## config.mk

```make
export PLATFORM = sky130hd
export DESIGN_NAME = calendar_date_to_serial_day
export DESIGN_NICKNAME = d
export VERILOG_FILES = /design/src/rtl/cdsd_pkg.sv /design/src/rtl/calendar_date_to_serial_day.sv /design/src/rtl/cdsd_decode.sv /design/src/rtl/cdsd_convert.sv
export SDC_FILE = /design/constraint.sdc
export NUM_CORES = 1
export LEC_CHECK = 0
export BUFFER_PORTS_ARGS = -buffer_cell sky130_fd_sc_hd__buf_4
export CORE_MARGIN = 2
export CORE_UTILIZATION = 25
export CTS_CLUSTER_DIAMETER = 100
export DETAILED_ROUTE_END_ITERATION = 6
export PLACE_DENSITY = 0.43
export SETUP_SLACK_MARGIN = 0.4
export SYNTH_ARGS = -nofsm -noshare
export SYNTH_HDL_FRONTEND = slang
export SYNTH_SLANG_ARGS = --single-unit
```

## constraint.sdc

```tcl
create_clock -name aclk -period 11.3 [get_ports aclk]
set_input_delay 1.13 -clock aclk [delete_from_list [all_inputs] [get_ports aclk]]
set_output_delay 1.13 -clock aclk [all_outputs]
set_load 0.02 [all_outputs]
```

## src/rtl/cdsd_pkg.sv

```systemverilog
// ----------------------------------------------------------------------------
// Calendar date to serial day: shared types and constants
// Field widths, calendar constants and the month tables used by the decode
// and conversion logic.
// ----------------------------------------------------------------------------
`default_nettype none

package cdsd_pkg;

    localparam int YEAR_W    = 14;
    localparam int MONTH_W   = 4;
    localparam int DAY_W     = 5;
    localparam int HOUR_W    = 5;
    localparam int MINUTE_W  = 6;
    localparam int SECOND_W  = 6;
    localparam int DNUM_W    = 23;
    localparam int SECS_W    = 17;
    localparam int S_DATA_W  = 56;
    localparam int M_DATA_W  = 40;

    localparam int SERIAL_OFFSET    = 693959;
    localparam int MAX_YEAR         = 9999;
    localparam int PACKED_BASE_YEAR = 1989;
    localparam int DAYS_PER_YEAR    = 365;
    localparam int SECS_PER_HOUR    = 3600;
    localparam int SECS_PER_MINUTE  = 60;

    // floor(y / 100) == (y * DIV100_MUL) >> DIV100_SHIFT for every 14-bit y
    localparam int DIV100_MUL   = 5243;
    localparam int DIV100_SHIFT = 19;

    // Source selector carried on the input tuser
    localparam logic CMD_FIELDS = 1'b0;
    localparam logic CMD_PACKED = 1'b1;

    typedef struct packed {
        logic [YEAR_W-1:0]   year;
        logic [MONTH_W-1:0]  month;
        logic [DAY_W-1:0]    day;
        logic [HOUR_W-1:0]   hour;
        logic [MINUTE_W-1:0] minute;
        logic [SECOND_W-1:0] second;
    } date_fields_t;

    typedef struct packed {
        logic                     valid_res;
        logic signed [DNUM_W-1:0] day_number;
        logic [SECS_W-1:0]        seconds_of_day;
    } serial_res_t;

    // Days before the first of the month in a common year
    function automatic logic [8:0] days_before(input logic [MONTH_W-1:0] mo);
        logic [8:0] d;
        unique case (mo)
            4'd1:    d = 9'd0;
            4'd2:    d = 9'd31;
            4'd3:    d = 9'd59;
            4'd4:    d = 9'd90;
            4'd5:    d = 9'd120;
            4'd6:    d = 9'd151;
            4'd7:    d = 9'd181;
            4'd8:    d = 9'd212;
            4'd9:    d = 9'd243;
            4'd10:   d = 9'd273;
            4'd11:   d = 9'd304;
            4'd12:   d = 9'd334;
            default: d = 9'd0;
        endcase
        return d;
    endfunction

    // Month length in a common year; zero for a month code outside 1 to 12
    function automatic logic [DAY_W-1:0] month_len(input logic [MONTH_W-1:0] mo);
        logic [DAY_W-1:0] n;
        unique case (mo)
            4'd1, 4'd3, 4'd5, 4'd7, 4'd8, 4'd10, 4'd12: n = 5'd31;
            4'd4, 4'd6, 4'd9, 4'd11:                    n = 5'd30;
            4'd2:                                       n = 5'd28;
            default:                                    n = 5'd0;
        endcase
        return n;
    endfunction

endpackage

`default_nettype wire

```

## src/rtl/calendar_date_to_serial_day.sv

```systemverilog
// ----------------------------------------------------------------------------
// Calendar date to serial day
// Streaming converter from a Gregorian date and time to a serial day number
// and seconds into the day.
// ----------------------------------------------------------------------------
// Takes one date-time transaction per clock and returns one result for each,
// in order, while the output side is not stalled. A transaction is held in
// the input register and then in the result register, and the conversion
// between them is a single pass of short arithmetic; so, unless stalled, a new
// transaction is taken every cycle. A date is valid for years up to 9999,
// months 1 to 12, days within the month (leap years per the proleptic
// Gregorian rules, year 0 being leap), hours up to 23 and minutes and seconds
// up to 59. Invalid transactions return valid_res low with both numbers zero.
// Day 0 is 1899-12-30; forming a fractional day is left to the consumer.
// ----------------------------------------------------------------------------
`default_nettype none

module calendar_date_to_serial_day
    import cdsd_pkg::*;
(
    input  wire logic                aclk,
    input  wire logic                aresetn,

    input  wire logic                s_tvalid,
    output logic                     s_tready,
    // [15:0] packed_date, [29:16] year, [33:30] month, [38:34] day,
    // [43:39] hour, [49:44] minute, [55:50] second
    input  wire logic [S_DATA_W-1:0] s_tdata,
    // [0] command
    input  wire logic                s_tuser,

    output logic                     m_tvalid,
    input  wire logic                m_tready,
    // [22:0] day_number, [39:23] seconds_of_day
    output logic [M_DATA_W-1:0]      m_tdata,
    // [0] valid_res
    output logic                     m_tuser
);

    date_fields_t dec_fields;
    date_fields_t in_data_reg;
    logic         in_valid_reg;
    logic         in_valid_next;
    serial_res_t  calc_res;
    serial_res_t  out_res_reg;
    logic         out_valid_reg;
    logic         out_valid_next;
    logic         advance;
    logic         s_accept;

    cdsd_decode u_decode (
        .cmd    (s_tuser),
        .data   (s_tdata),
        .fields (dec_fields)
    );

    cdsd_convert u_convert (
        .fields (in_data_reg),
        .res    (calc_res)
    );

    // Move the input stage on whenever the result register is free or being drained
    assign advance  = !out_valid_reg || m_tready;
    assign s_tready = !in_valid_reg || advance;
    assign s_accept = s_tvalid && s_tready;

    always_comb begin
        in_valid_next  = in_valid_reg;
        out_valid_next = out_valid_reg;
        if (advance) begin
            out_valid_next = in_valid_reg;
        end
        if (s_tready) begin
            in_valid_next = s_tvalid;
        end
    end

    always_ff @(posedge aclk) begin
        if (!aresetn) begin
            in_valid_reg  <= 1'b0;
            out_valid_reg <= 1'b0;
        end else begin
            in_valid_reg  <= in_valid_next;
            out_valid_reg <= out_valid_next;
        end
    end

    always_ff @(posedge aclk) begin
        if (s_accept) begin
            in_data_reg <= dec_fields;
        end
        if (advance && in_valid_reg) begin
            out_res_reg <= calc_res;
        end
    end

    assign m_tvalid = out_valid_reg;
    assign m_tuser  = out_res_reg.valid_res;
    assign m_tdata  = {out_res_reg.seconds_of_day, out_res_reg.day_number};

`ifndef SYNTHESIS
    a_invalid_zero: assert property (@(posedge aclk) disable iff (!aresetn)
        (m_tvalid && !m_tuser) |-> (m_tdata == '0))
        else $error("invalid result carries non-zero data");

    a_secs_range: assert property (@(posedge aclk) disable iff (!aresetn)
        (m_tvalid && m_tuser) |-> (m_tdata[39:23] < 17'd86400))
        else $error("seconds of day out of range");

    a_ready_when_empty: assert property (@(posedge aclk) disable iff (!aresetn)
        !out_valid_reg |-> s_tready)
        else $error("input stalled with an empty result register");

    a_accept_loads: assert property (@(posedge aclk) disable iff (!aresetn)
        s_accept |=> in_valid_reg)
        else $error("accepted transaction not held in the input stage");
`endif

endmodule

`default_nettype wire

```

## src/rtl/cdsd_decode.sv

```systemverilog
// ----------------------------------------------------------------------------
// Calendar date to serial day: input decode
// Selects between the separate date/time fields and the packed 16-bit date,
// giving one set of calendar fields.
// ----------------------------------------------------------------------------
`default_nettype none

module cdsd_decode
    import cdsd_pkg::*;
(
    input  wire logic                cmd,
    input  wire logic [S_DATA_W-1:0] data,
    output date_fields_t             fields
);

    logic [15:0] packed_date;

    assign packed_date = data[15:0];

    always_comb begin
        unique case (cmd)
            CMD_PACKED: begin
                // A packed zero lands on month 0, which fails validation
                fields.day    = packed_date[4:0];
                fields.month  = packed_date[8:5];
                fields.year   = YEAR_W'(PACKED_BASE_YEAR) + YEAR_W'(packed_date[15:9]);
                fields.hour   = '0;
                fields.minute = '0;
                fields.second = '0;
            end
            default: begin
                fields.year   = data[29:16];
                fields.month  = data[33:30];
                fields.day    = data[38:34];
                fields.hour   = data[43:39];
                fields.minute = data[49:44];
                fields.second = data[55:50];
            end
        endcase
    end

endmodule

`default_nettype wire

```

## src/rtl/cdsd_convert.sv

```systemverilog
// ----------------------------------------------------------------------------
// Calendar date to serial day: conversion
// Validates one set of calendar fields and works out the serial day number
// (day 0 is 1899-12-30) and the seconds into the day.
// ----------------------------------------------------------------------------
`default_nettype none

module cdsd_convert
    import cdsd_pkg::*;
(
    input  wire date_fields_t fields,
    output serial_res_t       res
);

    logic [26:0]       div_prod;
    logic [7:0]        cent;
    logic              cent_exact;
    logic              leap;
    logic [DAY_W-1:0]  mlen;
    logic              date_ok;
    logic              time_ok;
    logic [DNUM_W-1:0] dsum;
    logic [SECS_W-1:0] ssum;

    // Century count by reciprocal multiplication; four-century counts follow by shift
    assign div_prod   = 27'(fields.year) * 27'(DIV100_MUL);
    assign cent       = div_prod[26:DIV100_SHIFT];
    assign cent_exact = (15'(cent) * 15'd100) == 15'(fields.year);
    assign leap       = (fields.year[1:0] == 2'b00) && (!cent_exact || (cent[1:0] == 2'b00));

    assign mlen    = month_len(fields.month) + DAY_W'(leap && (fields.month == 4'd2));
    assign date_ok = (fields.year <= YEAR_W'(MAX_YEAR))
                  && (fields.month >= 4'd1) && (fields.month <= 4'd12)
                  && (fields.day >= 5'd1) && (fields.day <= mlen);
    assign time_ok = (fields.hour <= 5'd23) && (fields.minute <= 6'd59)
                  && (fields.second <= 6'd59);

    // Modulo 2^23 arithmetic; the true value fits the signed result for valid years
    assign dsum = DNUM_W'(fields.year) * DNUM_W'(DAYS_PER_YEAR)
                + DNUM_W'(fields.year[YEAR_W-1:2])
                - DNUM_W'(cent)
                + DNUM_W'(cent[7:2])
                + DNUM_W'(days_before(fields.month))
                + DNUM_W'(fields.day)
                - DNUM_W'(leap && (fields.month <= 4'd2))
                - DNUM_W'(SERIAL_OFFSET);

    assign ssum = SECS_W'(fields.hour) * SECS_W'(SECS_PER_HOUR)
                + SECS_W'(fields.minute) * SECS_W'(SECS_PER_MINUTE)
                + SECS_W'(fields.second);

    always_comb begin
        if (date_ok && time_ok) begin
            res.valid_res      = 1'b1;
            res.day_number     = dsum;
            res.seconds_of_day = ssum;
        end else begin
            res.valid_res      = 1'b0;
            res.day_number     = '0;
            res.seconds_of_day = '0;
        end
    end

endmodule

`default_nettype wire

```

==> metrics.cfg <==
[status]
outcome = finished clean

[timing]
min_period_ns = 11.21
timing.final.crit_share_pct = 99.2
fmax_mhz = 89.2
tightest_slew_ns = 0.834
slew_headroom_pct = 43.8
rsz0062_at_grt = true
drv_slew = 0
skew_ns = 0.0240
hold_violations = 0
setup_viol = 0

[yosys]
synth-compound-area-share_pct = 8.34
synth.most_common_cell = inv_1
avgSynthCellArea_um2 = 10.3
ys_seq_elements = 95
yosysSeqAreaShare_pct = 19.3
synth_top_family_by_area = adder cells
synth-warning-count = 0
synthMuxAreaShare_pct = 1.94
syn_nets = 1895
synth-adder-area-share_pct = 49.8
syn_inst = 1372
synth-edff-count = 81
synth.distinct_cells = 60
synth_flop_cell = edfxtp_1
synth-xor-area-share_pct = 4.36
synth_area_leader_cell = ha_1
synthSimpleGateAreaFrac_pct = 6.73
synthTopCellsByArea = ha_1, fa_1, edfxtp_1
synth_top_area_share_pct = 26.4
synthArstFlopShare_pct = 0
netlist_area_mm2 = 0.0141
synthTopCellsByCount = inv_1, ha_1, fa_1

[detailed_routing]
routed_via_density = 4.22
routed.top_layer = met4
wl_met2_mm = 19.6
first_pass_iters = 5
drcViolationCount = 0
drtIter0Drc = 298
met1_length_mm = 18.2
drt_wl_total_mm = 39.5
met3_length_mm = 1.25
vias = 10184
post_drt_wl_per_cell_um = 16.4
antenna_left = 0

[cells_and_area]
antennaDiodeCount = 0
layout-drive-gt1-share_pct = 27.8
syn_to_final_growth_pct = 30.7
fillerInstances = 5753
layout.nets = 2175
postLayoutCellArea_mm2 = 0.0184

[floorplanning]
die_area_mm2 = 0.0583
top_level_ports = 104
rows = 87
start_util_pct = 25.1
core_region_area_mm2 = 0.0561
dieWidth_um = 241
die_y_um = 241

[clock_network]
cts_tree = yes
cts.path.max_buffers = 2
htree_levels = 3
clock-sinks = 95
clkTransAtPathRegs_ns = 0.10
numCtsBuffers = 9
worstSkewPairLatency_ns = 0.39
cts-root-buf = clkbuf_16

[worst_setup_path]
crit_top_cell = fa_1
arrival_ns = 11.33
crit_required_ns = 11.42
worstSetupPathType = flip-flop to flip-flop
cp_max_fo = 4
setup.worst_path.end_class = flip-flop
slowest_stage = fa_2
cpPeakStageDelay_ns = 0.55
start_kind = flip-flop

[global_routing]
grt-ovfl-total = 0
grt_pass1_vias = 11088
grt_start_max_net_pins = 44
grt_pass1_wl_mm = 62.4
grt.total_usage_pct = 14.3
antenna_found_initial = 1

[placement]
portBuffers = 103
dp_hpwl_mm = 33.9
place_area_mm2 = 0.0169
place.gp.congestion = 0.878

[run]
maxCapViolations = 0

[hold_path]
holdCritPathClass = flip-flop to flip-flop

==> worst max-delay path, delay by kind of cell (launching register included) <==
kind | cells | cell delay, ns
and+or+nand+nor | 8 | 0.79
DFF | 1 | 0.50
xor gates and xnor gates | 1 | 0.25
buffers and inverters | 8 | 0.57
adders and majority gates | 17 | 6.51
AOI/OAI and AO/OA | 10 | 2.07
muxes | 1 | 0.24
==> kinds of logic after synthesis <==
logic type	after synthesis
AO/OA/AOI/OAI	185
AND/OR/NAND/NOR	189
flip-flops	95
XOR/XNOR	67
multiplexers	25
adder cells (fa/ha/maj)	462
buffers and inverters	349
==> path summary, 6_finish.rpt <==
kind	from	endpoint	slack (ns)	cells past startpoint
worst max-delay path	in_data_reg[38]$_SDFFCE_PP0P_	m_tdata[20]$_SDFFCE_PN0P_	0.09	45
worst min-delay path	in_data_reg[0]$_SDFFCE_PP0P_	m_tdata[23]$_SDFFCE_PN0P_	0.53	1
worst max register to register	in_data_reg[38]$_SDFFCE_PP0P_	m_tdata[20]$_SDFFCE_PN0P_	0.09	45
worst min register to register	in_data_reg[0]$_SDFFCE_PP0P_	m_tdata[23]$_SDFFCE_PN0P_	0.53	1
==> per-stage QoR <==
step / cells / utilization (%) / setup WS [ns] / hold slack, ns / TNS (ns)
6_report: 2413 / 32.9 / 0.0934 / 0.526 / 0
5_1_grt: 2413 / 32.9 / -0.408 / 0.534 / -3.03
3_3_place_gp: 2355 / 30.1 / -0.484 / 0.501 / -4.39
3_5_place_dp: 2355 / 30.1 / -0.600 / 0.509 / -5.43
4_1_cts: 2405 / 32.5 / 0.120 / 0.528 / 0
2_1_floorplan: 1372 / - / 0.390 / 0.477 / 0
==> metal layers <==
| layer | GRT usage, % | vias up |
|---|---|---|
| met2 | 25.1 | 124 |
| li1 | - | 5049 |
| met5 | 0 | - |
| met3 | 1.99 | 20 |
| met1 | 18.6 | 4991 |
| met4 | 2.69 | 0 |
==> final cells by class <==
type | count | area (um^2) | area share, %
flip-flops and latches | 95 | 2710 | 14.7
inverters | 337 | 1270 | 6.89
repair buffers | 281 | 2190 | 11.9
multi-input cells | 928 | 11000 | 59.8
clock buffers | 9 | 225 | 1.22
clock inverters | 7 | 61.3 | 0.333
well taps | 756 | 946 | 5.14
==> placed cells by master (no fill, tap or decap), types with 11 or more instances in the layout <==
cell      Yosys  layout
edfxtp_1     81      81
and2_1       11      11
nor2_1       48      46
nand3_1      18      18
ha_1        297     255
nand2_1      35      34
inv_2         0      25
dfxtp_1      14      14
o21a_1       13      13
fa_1        165     156
a21o_1       19      19
a21oi_1      58      45
inv_1       335     309
o21ai_0      34      23
nor2b_1      29      27
xor2_1       28      25
buf_4         0     261
buf_6         4      19
a21oi_2       0      12
mux2_2       15      15
ha_4          0      39
xnor2_1      37      29
==> timing repair <==
action,4_1_cts,5_1_grt
hold buffers,0,0
setup buffers,34,8
hold endpoints to repair,0,0
pin swaps,121,50
setup endpoints to repair,17,17
gates cloned,0,0
resized for setup,138,31
Power is not shown: default switching activity piles up to over one toggle a cycle in this logic, so the estimate is an artifact.
